File: src/rtl/fir_convolution_filter_unit_defines.svh
// Assertion macros for the filter RTL top level.
`ifndef FIR_CONVOLUTION_FILTER_UNIT_DEFINES_SVH
`define FIR_CONVOLUTION_FILTER_UNIT_DEFINES_SVH
`ifndef ASSERT_OFF
`define FCF_ASSERT_ALWAYS(label, clk, rst, cond) \
  label: assert property (@(posedge clk) disable iff (rst) (cond)) \
    else $error("assertion failed");
`define FCF_ASSERT_IMPLIES(label, clk, rst, ante, cons) \
  label: assert property (@(posedge clk) disable iff (rst) (ante) |-> (cons)) \
    else $error("assertion failed");
`else
`define FCF_ASSERT_ALWAYS(label, clk, rst, cond)
`define FCF_ASSERT_IMPLIES(label, clk, rst, ante, cons)
`endif
`endif

File: src/rtl/fcf_pkg.sv
// Types and constants shared by the filter modules.
`timescale 1ns / 1ps
package fcf_pkg;

  localparam int DEFAULT_MAX_TAPS = 1024;
  localparam int OP_W = 2;
  localparam int TAP_INDEX_W = 10;
  localparam int TAP_COUNT_W = 11;
  localparam int SAMPLE_W = 16;
  localparam int COEF_W = 16;
  localparam int PROD_W = SAMPLE_W + COEF_W;
  localparam int FRAC_BITS = 15;
  localparam int OUT_MAX = 32767;
  localparam int OUT_NEG_MAG = 32768;

  localparam logic [OP_W-1:0] OP_LOAD = 2'd0;
  localparam logic [OP_W-1:0] OP_SAMPLE = 2'd1;
  localparam logic [OP_W-1:0] OP_CLEAR = 2'd2;

  typedef struct packed {
    logic [OP_W-1:0]               op;
    logic [TAP_INDEX_W-1:0]        tap_index;
    logic signed [COEF_W-1:0]      coefficient;
    logic signed [SAMPLE_W-1:0]    sample_in;
  } in_item_t;

  typedef struct packed {
    logic signed [SAMPLE_W-1:0] sample_out;
    logic                       saturated;
  } out_item_t;

  typedef struct packed {
    logic start;
    logic rd_v;
    logic live;
  } mac_ctl_t;

endpackage

File: src/rtl/fcf_mac.sv
// Multiply-accumulate datapath with truncation and saturation of the sum.
`timescale 1ns / 1ps
module fcf_mac #(
  parameter int ACC_W = 45
) (
  input  logic                                 clk,
  input  logic                                 rst,
  input  fcf_pkg::mac_ctl_t                    ctl,
  input  logic signed [fcf_pkg::COEF_W-1:0]    coef,
  input  logic signed [fcf_pkg::SAMPLE_W-1:0]  hist,
  output logic                                 busy,
  output fcf_pkg::out_item_t                   result
);

  localparam int QW = ACC_W - fcf_pkg::FRAC_BITS;

  logic                               prod_v;
  logic signed [fcf_pkg::PROD_W-1:0]  prod;
  logic signed [ACC_W-1:0]            acc;
  logic                               neg;
  logic [ACC_W-1:0]                   mag;
  logic [QW-1:0]                      q;
  logic [fcf_pkg::SAMPLE_W-1:0]       q_neg;

  always_ff @(posedge clk) begin
    if (rst) begin
      prod_v <= 1'b0;
    end else begin
      prod_v <= ctl.rd_v;
    end
  end

  always_ff @(posedge clk) begin
    if (ctl.rd_v) begin
      if (ctl.live) begin
        prod <= coef * hist;
      end else begin
        prod <= '0;
      end
    end
    if (ctl.start) begin
      acc <= '0;
    end else if (prod_v) begin
      acc <= acc + ACC_W'(prod);
    end
  end

  assign busy = prod_v;
  assign neg = acc[ACC_W-1];
  assign mag = neg ? ACC_W'(-acc) : ACC_W'(acc);
  assign q = mag[ACC_W-1:fcf_pkg::FRAC_BITS];
  assign q_neg = 16'd0 - q[fcf_pkg::SAMPLE_W-1:0];

  always_comb begin
    result.saturated = 1'b0;
    if (neg) begin
      if (q > QW'(fcf_pkg::OUT_NEG_MAG)) begin
        result.sample_out = 16'sh8000;
        result.saturated = 1'b1;
      end else begin
        result.sample_out = q_neg;
      end
    end else begin
      if (q > QW'(fcf_pkg::OUT_MAX)) begin
        result.sample_out = 16'sh7fff;
        result.saturated = 1'b1;
      end else begin
        result.sample_out = q[fcf_pkg::SAMPLE_W-1:0];
      end
    end
  end

endmodule

File: config.mk
export PLATFORM = sky130hd
export DESIGN_NAME = fcf_mac
export DESIGN_NICKNAME = d
export VERILOG_FILES = /design/src/rtl/fir_convolution_filter_unit_defines.svh /design/src/rtl/fcf_pkg.sv /design/src/rtl/fcf_mac.sv
export SDC_FILE = /design/constraint.sdc
export NUM_CORES = 1
export LEC_CHECK = 0
export BUFFER_PORTS_ARGS = -buffer_cell sky130_fd_sc_hd__buf_2
export CORE_MARGIN = 4
export CORE_UTILIZATION = 59
export CTS_CLUSTER_SIZE = 40
export DETAILED_ROUTE_END_ITERATION = 8
export PLACE_DENSITY = 0.81
export SYNTH_ARGS = -nofsm -noshare
export SYNTH_HDL_FRONTEND = slang
export SYNTH_SLANG_ARGS = --single-unit
File: constraint.sdc
create_clock -name clk -period 7.5 [get_ports clk]
set_input_delay 1.875 -clock clk [delete_from_list [all_inputs] [get_ports clk]]
set_output_delay 1.875 -clock clk [all_outputs]
set_load 0.02 [all_outputs]
# Word-level counts from Yosys, hierarchy flattened
# Index checks and enable logic that the tools add are counted.
[totals] reg_bits=78 input_bits=37 output_inout_bits=18 word_cells=15
[op_classes] addsub=3 mul=1 n_lt_le_gt_ge=2 muxes=6
[op_table] operator="45-bit by 32-bit adder with 45-bit output" n=1
[op_table] operator="45-bit 2-to-1 mux" n=1
[op_table] operator="45-bit negation" n=1
[op_table] operator="16-bit by 16-bit multiplier with 32-bit output" n=1
[op_table] operator="16-bit 2-to-1 mux" n=2
[op_table] operator="30-bit by 15-bit greater-than comparator with 1-bit output, second input constant" n=1
[op_table] operator="30-bit by 16-bit greater-than comparator with 1-bit output, second input constant" n=1
[op_table] operator="17-bit 2-to-1 mux" n=1
[op_table] operator="1-bit by 16-bit subtractor with 16-bit output, first input constant" n=1
[op_table] operator="1-bit 2-to-1 mux" n=2

# Depth between registers and ports, before layout
# Gate-level depths: netlist of the first run.
[logic_depth] word_depth=5 mapped_depth=25 mapped_depth_nobuf=24

# Least setup slack after synthesis of the first run
# OpenSTA, ideal clock, no wires.
[synth_timing] kind="input -> register" start="input port coef[15] (netlist name)" end="register prod[31] (netlist name), data pin" setup_ns=0.259 arrival_time_ns=7.696 t_required_ns=7.241 path_slack_ns=-0.455 path_stages=20 n_path_buf=1 cell_sequence="clkbuf_1 -> nand2_1 -> fa_1 -> inv_1 -> fa_1 -> fa_1 -> fa_1 -> fa_1 -> inv_1 -> fa_1 -> inv_1 -> ha_1 -> a21o_1 -> a21o_1 -> a21o_1 -> a21o_1 -> a21o_1 -> a21o_1 -> a221o_1 -> a211o_1"
[synth_via] elab_chain_len=1
[synth_lines] element="from (decl)" line="fcf_mac.sv:9" rtl="input logic signed [fcf_pkg::COEF_W-1:0] coef,"
[synth_lines] element="16-bit by 16-bit multiplier with 32-bit output" line="fcf_mac.sv:36" rtl="prod <= coef * hist;"
[synth_lines] element="to (signal assigned)" line="fcf_mac.sv:36"
[synth_lines] element="to (decl)" line="fcf_mac.sv:18" rtl="logic signed [fcf_pkg::PROD_W-1:0] prod;"
# Every way passes these cells.
# A chain may end at the register's enable or synchronous reset.

# Worst setup path in the final report of the first run
# Ends and elaborated chain as after synthesis.

==> impl_metrics.tcl, run 1 <==
set metrics [dict create \
    status "finished, final reports clean" \
    crit_fanout 11 \
    fin_crit_sh 0.983 \
    slowest_stage "fa_2" \
    required_ps 7590 \
    cp_common_cell "a21o_1" \
    num-fill-cells 2117 \
    cts.sink_count 78 \
    reg2reg_slack_ps 3850 \
    antenna_found_initial 0 \
    ant_nets 0 \
    async_flop_share 0 \
    mostFrequentLayoutCells "361 x inv_1, 260 x fa_1, 183 x nand2_1" \
    die_w_um 176 \
    placed_area_mm2 0.0183 \
    r2r_start "acc[18]" \
    dr.pass1.iters 5 \
    syn_inst 1951 \
    diodes 0 \
    start_kind "input port" \
    seq_area_frac_synth 0.112 \
    start_util 0.601 \
    tightest_slew_ps 748 \
    io_buffers 54 \
    endpoint_kind "register" \
    whs_ps 526 \
    synth_top_cell_by_area "fa_1" \
    rsz0062_at_grt "yes" \
    numPlacedInstances 2444 \
    cts-htree-levels 3 \
    fmax_mhz 136 \
    syn_to_final_growth_pct 12.0 \
    syn-cell-area_mm2 0.0167 \
    cts_hold_buf 0 \
    die_h_um 176 \
    vias 14100 \
    layout.cells.most_common "inv_1" \
    synth_edf_count 32 \
    r2r_end "acc[44]" \
    hold_viol 0 \
    ys_types 83 \
    drive_gt1_frac 0.127 \
    slew_viol_final 0 \
    track_usage 0.269 \
    drt-wirelength-per-cell_um 16.5 \
    grt_max_degree 63 \
    period_needed_ps 7370 \
    synth_ff_type "dfxtp_1" \
    hp-start "acc[2]" \
    min_path_type "reg -> reg" \
    ios 55 \
    num_rows 61 \
    cts-buffers-inserted 9 \
    cp_data_arrival_time_ps 7460 \
    routed_via_density 5.70 \
    gp_congestion 0.961 \
    worstSkewPairLatency_ps 340 \
    holdPathStages 2 \
    final_cells 2464 \
    setup.worst_path.class "in -> reg" \
    cts_tree "built" \
    totalWireLength_mm 40.7 \
    ys_seq_elements 78 \
    fin_ws_ps 128 \
    dp_slack_ps -402 \
    setup_viol 0 \
    dieArea_mm2 0.0311 \
    ff2ff_path_depth 10 \
    route.detailed.drc 0 \
    cts-root-buf "clkbuf_16" \
    grt_pass1_vias 14600 \
    max_slew_margin 0.502 \
    ys_warn_count 0 \
    overflow 0 \
    coreArea_mm2 0.0279 \
    synthTopCellsByArea "fa_1 31%, ha_1 9.6%, inv_1 8.1%" \
    final_area_mm2 0.0187 \
    crit_path_cell_trace "buf_8 > nand2_4 > fa_1 > inv_1 > fa_2 > buf_4 > fa_1 > fa_1 > fa_1 > inv_1 > fa_1 > inv_1 > ha_4 > a21o_1 > a21o_1 > a21o_1 > a21o_1 > a21o_1 > a21o_1 > a221o_1 > a211o_1" \
    drt_iter0_drc 939 \
    holdPathEnd "acc[2]" \
    ctsLongestPathBuffers 2 \
    slowest_delay_ps 640 \
    grt_pass1_wl_mm 69.1 \
    maxCapViolations 0 \
    syn_area_per_cell_um2 8.58 \
    synth.top_cell.area_share 0.315 \
    fin_skew_ps 11.5 \
    final_nets 2509 \
    dp.final_hpwl_mm 33.8 \
    syn_nets 2379 \
    clk_pin_slew_ps 60 \
]
## worst max-delay path: cells and delay by family
| family | cells | cell delay (ps) |
|---|---|---|
| AND/OR/NAND/NOR | 1 | 70 |
| adder cells (fa/ha/maj) | 7 | 3390 |
| AO/OA/AOI/OAI | 8 | 1680 |
| buffers and inverters | 5 | 460 |
## synthesized netlist by cell type (13+ instances only)
cell	instances
inv_1	363
a21o_1	44
nand3_1	31
nand2b_1	15
and3_1	19
dfxtp_1	46
a21oi_1	92
clkbuf_1	71
nor2_1	108
xor2_1	29
o21bai_1	13
edfxtp_1	32
o21ai_0	37
nor3_1	33
ha_1	128
or3_1	19
nand2_1	187
mux2i_1	26
xnor2_1	35
o21a_1	15
fa_1	263
and2_1	139
## area by class of cell
type	count	area [um^2]	area share
timing repair buffer	198	1430	0.0764
multi-input combinational	1428	13300	0.709
clock buffer	11	233	0.0124
inverter	366	1370	0.0733
sequential	78	1880	0.100
tap	378	473	0.0252
clock inverter	5	60.1	0.00320
## flip-flops by register name, indices dropped and copies added, names as in the netlist
signal  cells
acc        45
prod       32
busy        1
## what timing repair did
item | CTS | global route
hold endpoints to repair | 0 | 0
pin swaps | 0 | 21
gates resized for setup | 2 | 48
endpoints found under the setup margin | 1 | 10
setup buffers | 0 | 4
## layer usage
metal / track usage / share of wire / up-vias
li1: - / - / 6605
met1: 0.346 / 0.42 / 6894
met2: 0.478 / 0.51 / 444
met3: 0.0221 / 0.045 / 112
met4: 0.0961 / 0.033 / 0
met5: 0 / 0 / -
## metrics by stage
step	setup TNS, ps	utilization
6_report	0	0.673
5_1_grt	-293	0.673
2_1_floorplan	0	-
4_1_cts	0	0.667
3_5_place_dp	-2620	0.656
3_3_place_gp	-1530	0.656
## worst max-delay path by stage
stage | slack [ps] | to | from
after floorplan | 6 | prod[31] | coef[15]
after global placement | -280 | prod[31] | hist[6]
after detailed placement | -400 | prod[31] | hist[6]
after CTS | 30 | prod[31] | hist[6]
after global routing | -100 | prod[27] | coef[5]
final | 130 | prod[31] | coef[15]
## cells by family after synthesis
kind of cell               Yosys count  share of synthesized area
muxes                               33                     0.0203
AOI/OAI and AO/OA                  318                      0.134
buffers and inverters              445                      0.101
xor gates and xnor gates            64                     0.0335
and+or+nand+nor                    622                      0.189
DFF                                 78                      0.112
adders and majority gates          391                      0.410
Power of run 1 is not shown: default switching activity piles up to over one toggle a cycle in this logic, so the estimate is an artifact.
==> inputs of run 2 (changes only) <==
- GPL_TIMING_DRIVEN: default -> 0
==> impl_metrics.tcl, run 2 (synthesis results as in run 1) <==
set metrics [dict create \
    status "finished, final reports clean" \
    overflow 0 \
    num_rows 61 \
    layout.cells.most_common "inv_1" \
    die_h_um 176 \
    diodes 0 \
    drt-wirelength-per-cell_um 18.6 \
    final_area_mm2 0.0187 \
    cp_common_cell "a21o_1" \
    final_core_util 0.671 \
    hold_viol 0 \
    drive_gt1_frac 0.103 \
    rsz0062_at_grt "yes" \
    antenna_found_initial 0 \
    slowest_delay_ps 670 \
    slowest_stage "fa_2" \
    fmax_mhz 134 \
    grt_pass1_vias 14600 \
    vias 14300 \
    fin_crit_sh 0.995 \
    syn_to_final_growth_pct 11.7 \
    grt.busiest_layer "met2" \
    gp_congestion 0.980 \
    setup_viol 0 \
    endpoint_kind "register" \
    start_kind "input port" \
    coreArea_mm2 0.0279 \
    maxCapViolations 0 \
    cts-htree-levels 3 \
    cts_hold_buf 0 \
    crit_fanout 8 \
    cts-buffers-inserted 9 \
    slew_viol_final 0 \
    cts-root-buf "clkbuf_16" \
    met1_usage 0.362 \
    placed_area_mm2 0.0175 \
    track_usage 0.288 \
    period_needed_ps 7460 \
    dp.final_hpwl_mm 35.8 \
    start_util 0.601 \
    io_buffers 52 \
    tightest_slew_ps 888 \
    ios 55 \
    dieArea_mm2 0.0311 \
    worstSkewPairLatency_ps 350 \
    required_ps 7590 \
    route.detailed.drc 0 \
    routed_via_density 5.90 \
    drt_iter0_drc 1124 \
    numPlacedInstances 2381 \
    die_w_um 176 \
    min_path_type "reg -> reg" \
    final_cells 2422 \
    use_met2 0.513 \
    largest_register_ffs 45 \
    grt_util_met3 0.0315 \
    mostFrequentLayoutCells "353 x inv_1, 253 x fa_1, 181 x nand2_1" \
    totalWireLength_mm 45.2 \
    cp_data_arrival_time_ps 7550 \
    clk_pin_slew_ps 60 \
    ctsLongestPathBuffers 2 \
    largest_register "acc" \
    ant_nets 0 \
    fin_skew_ps 12.6 \
    setup.worst_path.class "in -> reg" \
    max_slew_margin 0.408 \
    cts_tree "built" \
    final_nets 2467 \
    crit_path_cell_trace "buf_12 > clkbuf_16 > nand2_4 > fa_1 > inv_2 > fa_2 > inv_4 > fa_2 > fa_1 > inv_2 > fa_1 > inv_2 > fa_2 > inv_2 > ha_4 > a21o_1 > a21o_1 > a21o_1 > a21o_1 > a21o_1 > a21o_1 > a221o_1 > a211o_1" \
    grt_max_degree 34 \
    dr.pass1.iters 6 \
    grt_pass1_wl_mm 72.4 \
    cts.sink_count 78 \
]
run 2: cell types whose count changed in the layout (fill, tap and decap cells not counted), sizes merged:
cell	change
buf	-101
clkbuf	+57
clkinv	+3
clkinvlp	-1
run 2: routing by layer:
metal / wire, um / vias up / share of wire
met4: 1850 / 0 / 0.041
met3: 3000 / 138 / 0.067
met1: 17900 / 7016 / 0.40
li1: - / 6525 / -
met5: 0 / - / 0
met2: 22400 / 622 / 0.50
run 2: critical path, delay by kind of cell:
kind | cells | cell delay [ps]
fa+ha+maj | 7 | 3410
compound gates | 8 | 1690
buf+inv | 7 | 490
simple gates | 1 | 60
run 2: final timing paths:
path	slack, ps	from	depth (start not counted)	endpoint
worst max-delay path	40	hist[5]	23	prod[31]
worst min register to register	550	acc[6]	2	acc[6]
worst min-delay path	550	acc[6]	2	acc[6]
worst max register to register	3870	acc[15]	10	acc[44]
run 2: what timing repair did:
action | CTS | global route
resized for setup | 96 | 82
pin swaps | 13 | 53
gates cloned | 1 | 2
endpoints found under the setup margin | 14 | 10
setup buffers | 11 | 14
run 2: layout make-up:
type | instances | area [um^2]
Buffer | 76 | 583
Clock buffer | 9 | 225
Clock inverter | 7 | 73.8
Fill cell | 2179 | 9170
Inverter | 366 | 1380
Multi-Input combinational cell | 1428 | 13500
Sequential cell | 78 | 1880
Tap cell | 378 | 473
Timing Repair Buffer | 80 | 576
run 2: through the flow:
stage | hold slack (ps) | setup TNS, ps | setup slack [ps]
2_1_floorplan | 484 | 0 | 6.43
3_3_place_gp | 507 | -9190 | -1020
3_5_place_dp | 513 | -10540 | -1110
4_1_cts | 552 | -13.1 | -13.1
5_1_grt | 577 | -464 | -123
6_report | 552 | 0 | 39.1
Power of run 2 is left out for the same reason.
==> inputs of run 3 (changes only) <==
- PLACE_DENSITY: 0.81 -> 0.79
==> impl_metrics.tcl, run 3 (synthesis results as in run 1) <==
set metrics [dict create \
    setup.worst_path.class "in -> reg" \
    slew_viol_final 0 \
    start_util 0.601 \
    cts.sink_count 78 \
    final_cells 2429 \
    grt_max_degree 34 \
    start_kind "input port" \
    clk_pin_slew_ps 60 \
    gp_congestion 0.989 \
    drive_gt1_frac 0.113 \
    min_path_type "reg -> reg" \
    diodes 0 \
    cts_hold_buf 0 \
    route.detailed.drc 0 \
    worstSkewPairLatency_ps 350 \
    drt_iter0_drc 1088 \
    final_core_util 0.674 \
    mostFrequentLayoutCells "345 x inv_1, 253 x fa_1, 180 x nand2_1" \
    wl_met3_mm 2.93 \
    die_w_um 176 \
    overflow 0 \
    coreArea_mm2 0.0279 \
    io_buffers 52 \
    final_nets 2474 \
    layout.cells.most_common "inv_1" \
    die_h_um 176 \
    syn_to_final_growth_pct 12.2 \
    fin_skew_ps 10.6 \
    setup_viol 0 \
    cts_tree "built" \
    hold_viol 0 \
    required_ps 7580 \
    antenna_found_initial 1 \
    dr.pass1.iters 5 \
    vias 14200 \
    grt_pass1_vias 14700 \
    ctsLongestPathBuffers 2 \
    largest_register_ffs 45 \
    status "finished, final reports clean" \
    numPlacedInstances 2381 \
    routed_via_density 5.86 \
    fin_crit_sh 0.990 \
    met2_wirelength_mm 22.4 \
    maxCapViolations 0 \
    cts-buffers-inserted 9 \
    tightest_slew_ps 895 \
    max_slew_margin 0.404 \
    cp_data_arrival_time_ps 7510 \
    drt-wirelength-per-cell_um 18.8 \
    ios 55 \
    reg2reg_slack_ps 3910 \
    crit_fanout 8 \
    grt_pass1_wl_mm 74.0 \
    period_needed_ps 7420 \
    dieArea_mm2 0.0311 \
    num_rows 61 \
    cts-root-buf "clkbuf_16" \
    endpoint_kind "register" \
    dp.final_hpwl_mm 36.4 \
    cts-htree-levels 3 \
    totalWireLength_mm 45.7 \
    top_layer_used "met5" \
    track_usage 0.294 \
    fmax_mhz 135 \
    largest_register "acc" \
    wl_met1_mm 18.2 \
    ant_nets 0 \
]
==> run 3: metal layers <==
metal,GRT usage,vias to the layer above
li1,-,6533
met1,0.372,6892
met2,0.511,658
met3,0.0347,144
met4,0.127,2
met5,0,-
==> run 3: worst paths after layout <==
kind	start	endpoint	cells past startpoint
max	hist[5]	prod[31]	23
min	acc[1]	acc[1]	2
max reg2reg	acc[22]	acc[44]	11
min reg2reg	acc[1]	acc[1]	2
==> run 3: stage by stage <==
stage	TNS [ps]	hold WS (ps)	worst slack (ps)	cell area, um^2
floorplan	0	484	6.43	16800
global placement	-10180	511	-1090	17500
detailed placement	-11060	519	-1110	17500
CTS	0	530	0.638	18300
global route	-287	574	-78.9	18800
finish	0	531	77.4	18800
==> run 3: final cells by class <==
cell class	instances	area [um^2]
fillers	2187	9080
repair buffers	89	646
clock buffers	10	229
plain buffers	74	576
well taps	378	473
multi-input cells	1428	13500
inverters	366	1370
flip-flops and latches	78	1880
clock inverters	6	62.6
==> run 3: critical path, cell delays in order <==
cell       delay [ps]
buf_8             110
clkbuf_16         160
nand2_4            60
fa_1              570
inv_2              50
fa_2              630
inv_2              80
fa_2              360
fa_1              560
inv_2              40
fa_1              540
inv_2              40
fa_2              550
inv_1              40
ha_2              170
a21o_1            180
a21o_1            180
a21o_1            170
a21o_1            160
a21o_1            170
a21o_1            180
a221o_1           350
a211o_1           250
==> run 3: timing repair <==
item                       4_1_cts  5_1_grt
gates cloned                     1        2
pin swaps                       19       75
setup buffers                   10       24
resized for setup              100      111
setup endpoints to repair       14       11
Power of run 3 is left out for the same reason.
